<file path="src/rtl/core/gdbd_pkg.sv">
package gdbd_pkg;

	localparam int YEAR_W  = 14;
	localparam int MONTH_W = 4;
	localparam int DAY_W   = 5;
	localparam int COUNT_W = 23;
	localparam int STAT_W  = 2;

	// year shifted by 400 so the day number never goes negative; one more bit
	localparam int YY_W    = YEAR_W + 1;
	// quotient by 100 of a YY_W-bit value
	localparam int Q100_W  = 8;
	localparam int MOFF_W  = 9;
	localparam int DNUM_W  = 23;

	// x / 100 == (x * 5243) >> 19 for all x below 43690
	localparam int Q100_MUL   = 5243;
	localparam int Q100_SHIFT = 19;
	localparam int Q100_PW    = 28;

	localparam logic [COUNT_W-1:0] COUNT_SAT = {1'b0, {(COUNT_W-1){1'b1}}};

	localparam logic [STAT_W-1:0] STAT_OK      = 2'd0;
	localparam logic [STAT_W-1:0] STAT_ORDER   = 2'd1;
	localparam logic [STAT_W-1:0] STAT_INVALID = 2'd2;

	localparam logic [MONTH_W-1:0] MONTH_FEB = 4'd2;
	localparam logic [MONTH_W-1:0] MONTH_DEC = 4'd12;

	// one date after the first stage
	typedef struct packed {
		logic [YEAR_W-1:0]  year;
		logic [YY_W-1:0]    yy;
		logic [Q100_W-1:0]  q100_y;
		logic [Q100_W-1:0]  q100_yy;
		logic [MOFF_W-1:0]  moff;
		logic [DAY_W-1:0]   mlen;
		logic               is_feb;
		logic               month_ok;
		logic [DAY_W-1:0]   day;
	} prep_t;

	// one date after the second stage
	typedef struct packed {
		logic              ok;
		logic [DNUM_W-1:0] dnum;
	} dnum_t;

	// days from March 1 to the first of the month, year starting in March
	function automatic logic [MOFF_W-1:0] month_offset(input logic [MONTH_W-1:0] m);
		logic [MOFF_W-1:0] r;
		case (m)
			4'd3:    r = 9'd0;
			4'd4:    r = 9'd31;
			4'd5:    r = 9'd61;
			4'd6:    r = 9'd92;
			4'd7:    r = 9'd122;
			4'd8:    r = 9'd153;
			4'd9:    r = 9'd184;
			4'd10:   r = 9'd214;
			4'd11:   r = 9'd245;
			4'd12:   r = 9'd275;
			4'd1:    r = 9'd306;
			4'd2:    r = 9'd337;
			default: r = 9'd0;
		endcase
		return r;
	endfunction

	// month length in a common year
	function automatic logic [DAY_W-1:0] month_length(input logic [MONTH_W-1:0] m);
		logic [DAY_W-1:0] r;
		case (m)
			4'd2:                     r = 5'd28;
			4'd4, 4'd6, 4'd9, 4'd11:  r = 5'd30;
			default:                  r = 5'd31;
		endcase
		return r;
	endfunction

endpackage

</file>
<file path="src/rtl/core/gdbd_date_prep.sv">
module gdbd_date_prep (
	input  logic [gdbd_pkg::YEAR_W-1:0]  year,
	input  logic [gdbd_pkg::MONTH_W-1:0] month,
	input  logic [gdbd_pkg::DAY_W-1:0]   day,
	output gdbd_pkg::prep_t              prep
);

	logic                          is_jf;
	logic [gdbd_pkg::YY_W-1:0]     yy;
	logic [gdbd_pkg::Q100_PW-1:0]  prod_y;
	logic [gdbd_pkg::Q100_PW-1:0]  prod_yy;

	// Jan and Feb belong to the previous March-based year
	assign is_jf   = (month <= gdbd_pkg::MONTH_FEB);
	assign yy      = gdbd_pkg::YY_W'(year) + gdbd_pkg::YY_W'(400)
	               - gdbd_pkg::YY_W'(is_jf);
	assign prod_y  = gdbd_pkg::Q100_PW'(year) * gdbd_pkg::Q100_PW'(gdbd_pkg::Q100_MUL);
	assign prod_yy = gdbd_pkg::Q100_PW'(yy) * gdbd_pkg::Q100_PW'(gdbd_pkg::Q100_MUL);

	always_comb begin
		prep.year     = year;
		prep.yy       = yy;
		prep.q100_y   = prod_y[gdbd_pkg::Q100_SHIFT +: gdbd_pkg::Q100_W];
		prep.q100_yy  = prod_yy[gdbd_pkg::Q100_SHIFT +: gdbd_pkg::Q100_W];
		prep.moff     = gdbd_pkg::month_offset(month);
		prep.mlen     = gdbd_pkg::month_length(month);
		prep.is_feb   = (month == gdbd_pkg::MONTH_FEB);
		prep.month_ok = (month != '0) && (month <= gdbd_pkg::MONTH_DEC);
		prep.day      = day;
	end

endmodule

</file>
<file path="src/rtl/core/gdbd_date_num.sv">
module gdbd_date_num (
	input  gdbd_pkg::prep_t prep,
	output gdbd_pkg::dnum_t num
);

	logic [gdbd_pkg::YEAR_W-1:0] rem100;
	logic                        leap;
	logic [gdbd_pkg::DAY_W-1:0]  mlen;

	assign rem100 = prep.year
	              - gdbd_pkg::YEAR_W'(gdbd_pkg::YEAR_W'(prep.q100_y) * gdbd_pkg::YEAR_W'(100));
	// div by 4 and not by 100, or div by 400
	assign leap   = ((prep.year[1:0] == 2'd0) && (rem100 != '0))
	             || ((rem100 == '0) && (prep.q100_y[1:0] == 2'd0));
	assign mlen   = (prep.is_feb && leap) ? gdbd_pkg::DAY_W'(29) : prep.mlen;

	always_comb begin
		num.ok   = prep.month_ok && (prep.day != '0) && (prep.day <= mlen);
		num.dnum = gdbd_pkg::DNUM_W'(gdbd_pkg::DNUM_W'(prep.yy) * gdbd_pkg::DNUM_W'(365))
		         + gdbd_pkg::DNUM_W'(prep.yy >> 2)
		         - gdbd_pkg::DNUM_W'(prep.q100_yy)
		         + gdbd_pkg::DNUM_W'(prep.q100_yy >> 2)
		         + gdbd_pkg::DNUM_W'(prep.moff)
		         + gdbd_pkg::DNUM_W'(prep.day)
		         - gdbd_pkg::DNUM_W'(1);
	end

endmodule

</file>
<file path="src/rtl/core/gregorian_days_between_dates.sv">
// Days between two proleptic Gregorian dates. Each beat on the input carries a
// start and an end date and yields one result beat from the last stage, and a new
// pair is taken every cycle while the output drains. The three register stages
// are: month tables and the divide-by-100 reciprocal products, then leap test,
// date check and day number of each date, then the ordered difference. Status 2
// (count 0) flags a bad month or day in either date, status 1 (count -1) a start
// not before the end. include_end_day adds one to a good count, which
// saturates at 4194303. Write cfg only while the pipeline is empty.
module gregorian_days_between_dates (
	input  logic                                clk,
	input  logic                                arst_n,
	input  logic                                cfg_valid,
	output logic                                cfg_ready,
	input  logic                                cfg_data,
	input  logic                                in_valid,
	output logic                                in_ready,
	input  logic [gdbd_pkg::YEAR_W-1:0]         start_year,
	input  logic [gdbd_pkg::MONTH_W-1:0]        start_month,
	input  logic [gdbd_pkg::DAY_W-1:0]          start_day,
	input  logic [gdbd_pkg::YEAR_W-1:0]         end_year,
	input  logic [gdbd_pkg::MONTH_W-1:0]        end_month,
	input  logic [gdbd_pkg::DAY_W-1:0]          end_day,
	output logic                                out_valid,
	input  logic                                out_ready,
	output logic signed [gdbd_pkg::COUNT_W-1:0] day_count,
	output logic [gdbd_pkg::STAT_W-1:0]         status
);

	logic include_end_day_q;

	gdbd_pkg::prep_t prep_a, prep_b, prep_a_s1, prep_b_s1;
	gdbd_pkg::dnum_t num_a, num_b, num_a_s2, num_b_s2;
	logic v_s1, v_s2, v_s3;
	logic rdy1, rdy2, rdy3;

	logic [gdbd_pkg::COUNT_W:0]   diff;
	logic [gdbd_pkg::COUNT_W-1:0] count_nx;
	logic [gdbd_pkg::STAT_W-1:0]  stat_nx;
	logic [gdbd_pkg::COUNT_W-1:0] count_s3;
	logic [gdbd_pkg::STAT_W-1:0]  stat_s3;

	assign cfg_ready = 1'b1;

	always_ff @(posedge clk or negedge arst_n) begin
		if (!arst_n) begin
			include_end_day_q <= 1'b0;
		end else if (cfg_valid) begin
			include_end_day_q <= cfg_data;
		end
	end

	// a stage moves when it is empty or the next one moves
	assign rdy3     = !v_s3 || out_ready;
	assign rdy2     = !v_s2 || rdy3;
	assign rdy1     = !v_s1 || rdy2;
	assign in_ready = rdy1;

	gdbd_date_prep u_prep_a (
		.year  (start_year),
		.month (start_month),
		.day   (start_day),
		.prep  (prep_a)
	);

	gdbd_date_prep u_prep_b (
		.year  (end_year),
		.month (end_month),
		.day   (end_day),
		.prep  (prep_b)
	);

	gdbd_date_num u_num_a (
		.prep (prep_a_s1),
		.num  (num_a)
	);

	gdbd_date_num u_num_b (
		.prep (prep_b_s1),
		.num  (num_b)
	);

	always_comb begin
		diff = {1'b0, num_b_s2.dnum} - {1'b0, num_a_s2.dnum}
		     + (gdbd_pkg::COUNT_W+1)'(include_end_day_q);
		if (!(num_a_s2.ok && num_b_s2.ok)) begin
			count_nx = '0;
			stat_nx  = gdbd_pkg::STAT_INVALID;
		end else if (num_a_s2.dnum >= num_b_s2.dnum) begin
			count_nx = '1;
			stat_nx  = gdbd_pkg::STAT_ORDER;
		end else if (diff > (gdbd_pkg::COUNT_W+1)'(gdbd_pkg::COUNT_SAT)) begin
			count_nx = gdbd_pkg::COUNT_SAT;
			stat_nx  = gdbd_pkg::STAT_OK;
		end else begin
			count_nx = diff[gdbd_pkg::COUNT_W-1:0];
			stat_nx  = gdbd_pkg::STAT_OK;
		end
	end

	always_ff @(posedge clk or negedge arst_n) begin
		if (!arst_n) begin
			v_s1 <= 1'b0;
			v_s2 <= 1'b0;
			v_s3 <= 1'b0;
		end else begin
			if (rdy1) begin
				v_s1 <= in_valid;
			end
			if (rdy2) begin
				v_s2 <= v_s1;
			end
			if (rdy3) begin
				v_s3 <= v_s2;
			end
		end
	end

	always_ff @(posedge clk) begin
		if (rdy1) begin
			prep_a_s1 <= prep_a;
			prep_b_s1 <= prep_b;
		end
		if (rdy2) begin
			num_a_s2 <= num_a;
			num_b_s2 <= num_b;
		end
		if (rdy3) begin
			count_s3 <= count_nx;
			stat_s3  <= stat_nx;
		end
	end

	assign out_valid = v_s3;
	assign day_count = count_s3;
	assign status    = stat_s3;

	a_invalid_zero: assert property (@(posedge clk) disable iff (!arst_n)
		(out_valid && status == gdbd_pkg::STAT_INVALID) |-> (day_count == '0))
		else $error("invalid date beat with nonzero count");

	a_order_minus_one: assert property (@(posedge clk) disable iff (!arst_n)
		(out_valid && status == gdbd_pkg::STAT_ORDER) |-> (day_count == '1))
		else $error("order beat without count of -1");

	a_ok_positive: assert property (@(posedge clk) disable iff (!arst_n)
		(out_valid && status == gdbd_pkg::STAT_OK) |-> (day_count > 0))
		else $error("good beat with count not positive");

	a_status_code: assert property (@(posedge clk) disable iff (!arst_n)
		out_valid |-> (status == gdbd_pkg::STAT_OK || status == gdbd_pkg::STAT_ORDER
		              || status == gdbd_pkg::STAT_INVALID))
		else $error("unused status code");

endmodule
</file>
<file path="config.mk">
export PLATFORM = sky130hd
export DESIGN_NAME = gregorian_days_between_dates
export DESIGN_NICKNAME = d
export VERILOG_FILES = /design/src/rtl/core/gdbd_pkg.sv /design/src/rtl/core/gdbd_date_prep.sv /design/src/rtl/core/gdbd_date_num.sv /design/src/rtl/core/gregorian_days_between_dates.sv
export SDC_FILE = /design/constraint.sdc
export NUM_CORES = 2
export LEC_CHECK = 0
export BUFFER_PORTS_ARGS = -buffer_cell sky130_fd_sc_hd__buf_4
export CAP_MARGIN = 5
export CORE_MARGIN = 3
export CORE_UTILIZATION = 45
export DETAILED_ROUTE_END_ITERATION = 10
export GPL_TIMING_DRIVEN = 1
export MAX_ROUTING_LAYER = met4
export PLACE_DENSITY = 0.69
export RECOVER_POWER = 50
export SETUP_SLACK_MARGIN = 0.15
export SYNTH_ARGS = -nofsm -noshare
export SYNTH_HDL_FRONTEND = slang
export SYNTH_SLANG_ARGS = --single-unit
export TNS_END_PERCENT = 50
</file>
<file path="constraint.sdc">
create_clock -name clk -period 11 [get_ports clk]
set_clock_uncertainty 0.05 [all_clocks]
set_input_delay 1.65 -clock clk [delete_from_list [all_inputs] [get_ports clk]]
set_output_delay 1.65 -clock clk [all_outputs]
set_load 0.005 [all_outputs]
</file>
==> impl_metrics.tcl <==
set metrics [dict create \
    crit_required_ns 11.26 \
    synthMuxAreaShare_pct 0.381 \
    synthAdderAreaFrac_pct 55.8 \
    wirelength_met1_um 32500 \
    synth-compound-area-share_pct 7.81 \
    syn_avg_cell_area_um2 10.6 \
    netlist.area_leader.share_pct 29.1 \
    clkTransAtPathRegs_ns 0.06 \
    setup_viol 0 \
    yosysMostFrequentCell "inv_1" \
    drv_slew 112 \
    syn_nets 4575 \
    post_dp_cell_area_um2 36400 \
    min_period_ns 9.82 \
    drt_iter0_drc 818 \
    drive_gt1_share_pct 3.01 \
    start_kind "primary input" \
    final_cells 4409 \
    antenna_found_initial 2 \
    outcome "finished with violations" \
    grt_pass1_wl_um 115000 \
    track_usage_pct 18.1 \
    overflow 0 \
    layout.nets 4682 \
    post-cts-setup-buffer-count 0 \
    synthXorXnorAreaFrac_pct 4.28 \
    hold_ws_ns 0.433 \
    r2r-start "prep_a_s1[42]" \
    pin_count 80 \
    cts_root_buffer "clkbuf_16" \
    grt_start_max_net_pins 67 \
    synth.top_cells.by_area "ha_1 29%, fa_1 27%, edfxtp_1 17%, inv_1 10%, xnor2_1 2.7%" \
    dpl.hpwl_um 59800 \
    timing.final.hold_violations 0 \
    die-area_um2 80100 \
    cts_tree "built" \
    tns_ns 0 \
    r2r_slack_ns 4.76 \
    clk_path_buf_depth 3 \
    core_area_um2 75200 \
    slowest_delay_ns 0.55 \
    seq_area_frac_synth_pct 17.6 \
    yosysWarnings 0 \
    fin_area_um2 37000 \
    routedWlPerCell_um 15.6 \
    dpl.cell_count 4359 \
    maxUsedRoutingLayer "met4" \
    yosysUniqueCellTypes 74 \
    async_reset_ff_share_pct 1.97 \
    die_x_um 283 \
    startpoint "end_month[1]" \
    fp-row-count 100 \
    fin_crit_sh_pct 89.3 \
    drt_wl_total_um 68700 \
    htree_levels 1 \
    path_class "in2reg" \
    worstMarginPinSlew_ns 3.53 \
    rsz0062_at_grt "no" \
    synth_common_cells "939 x inv_1, 802 x ha_1, 460 x fa_1" \
    syn_inst 3261 \
    yosys.area_share.simple_pct 3.80 \
    worstSetupEndpointType "register" \
    maxCapViolCount 2 \
    drc 0 \
    syn_to_final_growth_pct 7.34 \
    min_from "v_s2" \
    relSlewSlack_pct -136 \
    synth_top_family_by_area "adder cells" \
    gp_congestion 0.877 \
    crit_path_frequent_cell "inv_1" \
    num_vias 21400 \
    path_max_fanout 7 \
    placement.io_buffers 78 \
    wl_met3_um 2570 \
    synth_seq_cells 203 \
    wl_met2_um 32100 \
    hold_class "reg2reg" \
    die-height_um 283 \
    drtPass1Iterations 5 \
    synth_area_um2 34500 \
    grt_pass1_vias 22800 \
    ys.flop_type "edfxtp_1" \
    cts_buffers 26 \
    clk-insertion-delay-late_ns 0.56 \
    synth-edff-count 199 \
    violations "max-capacitance violations, max-slew violations" \
    detail-route-antenna-nets 0 \
    initial_core_util_pct 45.9 \
    crit_path_top_delay_cell "fa_1" \
    cts_hold_buf 0 \
    viasPerCell 4.86 \
    worstPathArrival_ns 10.08 \
    synth_top_cell_by_area "ha_1" \
    max_freq_ghz 0.102 \
    ctsResizeCount 0 \
    clock-sinks 203 \
]
==> state kept, by name (all words and copies together) (netlist names) <==
| name | cells |
|---|---|
| prep_b_s1 | 63 |
| status | 2 |
| v_s1 | 1 |
| out_valid | 1 |
| num_b_s2 | 24 |
| day_count | 23 |
| prep_a_s1 | 63 |
| include_end_day_q | 1 |
| num_a_s2 | 24 |
| v_s2 | 1 |
==> placed cells by master, fill, tap and decap left out, drive strengths merged, types with 6 or more instances in the layout <==
cell	netlist	layout
inv	939	941
ha	802	802
fa	460	460
edfxtp	199	199
a21oi	139	139
xnor2	106	106
clkbuf	7	104
a21o	65	65
nand2	63	63
nor2	62	62
o21ai	60	60
xor2	55	55
nand3	24	24
o21bai	22	22
nor3	22	22
nand2b	21	21
buf	3	17
a2111oi	15	15
o21a	14	14
nand4	13	13
a31oi	13	13
a211oi	13	13
o211ai	12	12
nor2b	12	12
and3	10	10
clkinv	0	9
or3	8	8
a211o	7	7
a21boi	6	6
and2	6	6
a221oi	6	6
o22ai	6	6
==> stage by stage <==
stage | util, % | worst slack, ns
floorplan | - | 1.60
global placement | 48.4 | 0.978
detailed placement | 48.4 | 0.765
CTS | 49.5 | 1.36
global route | 49.3 | 0.721
finish | 49.3 | 1.18
==> critical path: cells and delay by family <==
family	cells	cell delay, ns
fa+ha+maj	10	3.53
buf+inv	8	0.64
compound gates	13	3.68
simple gates	3	0.28
xor+xnor	2	0.30
==> per-layer routing <==
| layer | GRT usage, % | up-vias |
|---|---|---|
| met4 | 3.34 | 0 |
| met2 | 29.9 | 255 |
| met1 | 24.0 | 10400 |
| met5 | - | - |
| met3 | 2.52 | 75 |
| li1 | - | 10700 |
==> kinds of logic after synthesis <==
kind of cell | after synthesis
other | 1
xor gates and xnor gates | 164
buffers and inverters | 949
muxes | 8
DFF | 203
adders and majority gates | 1262
and+or+nand+nor | 262
AOI/OAI and AO/OA | 412
==> path summary, 6_finish.rpt <==
path | cells past startpoint | endpoint
min in group asynchronous | 1 | v_s1
hold / removal | 1 | out_valid
max in group asynchronous | 1 | include_end_day_q
setup reg to reg | 18 | num_a_s2[22]
setup / recovery | 36 | prep_b_s1[28]
hold reg to reg | 1 | out_valid
==> area by class of cell <==
class,instances,area [um^2]
fill,6900,38200
sequential,203,6080
multi-input combinational,2109,24900
tap,1020,1280
timing repair buffer,89,507
clock inverter,16,113
antenna,1,2.50
inverter,939,3520
clock buffer,32,683
Power is not shown: default switching activity piles up to over one toggle a cycle in this logic, so the estimate is an artifact.
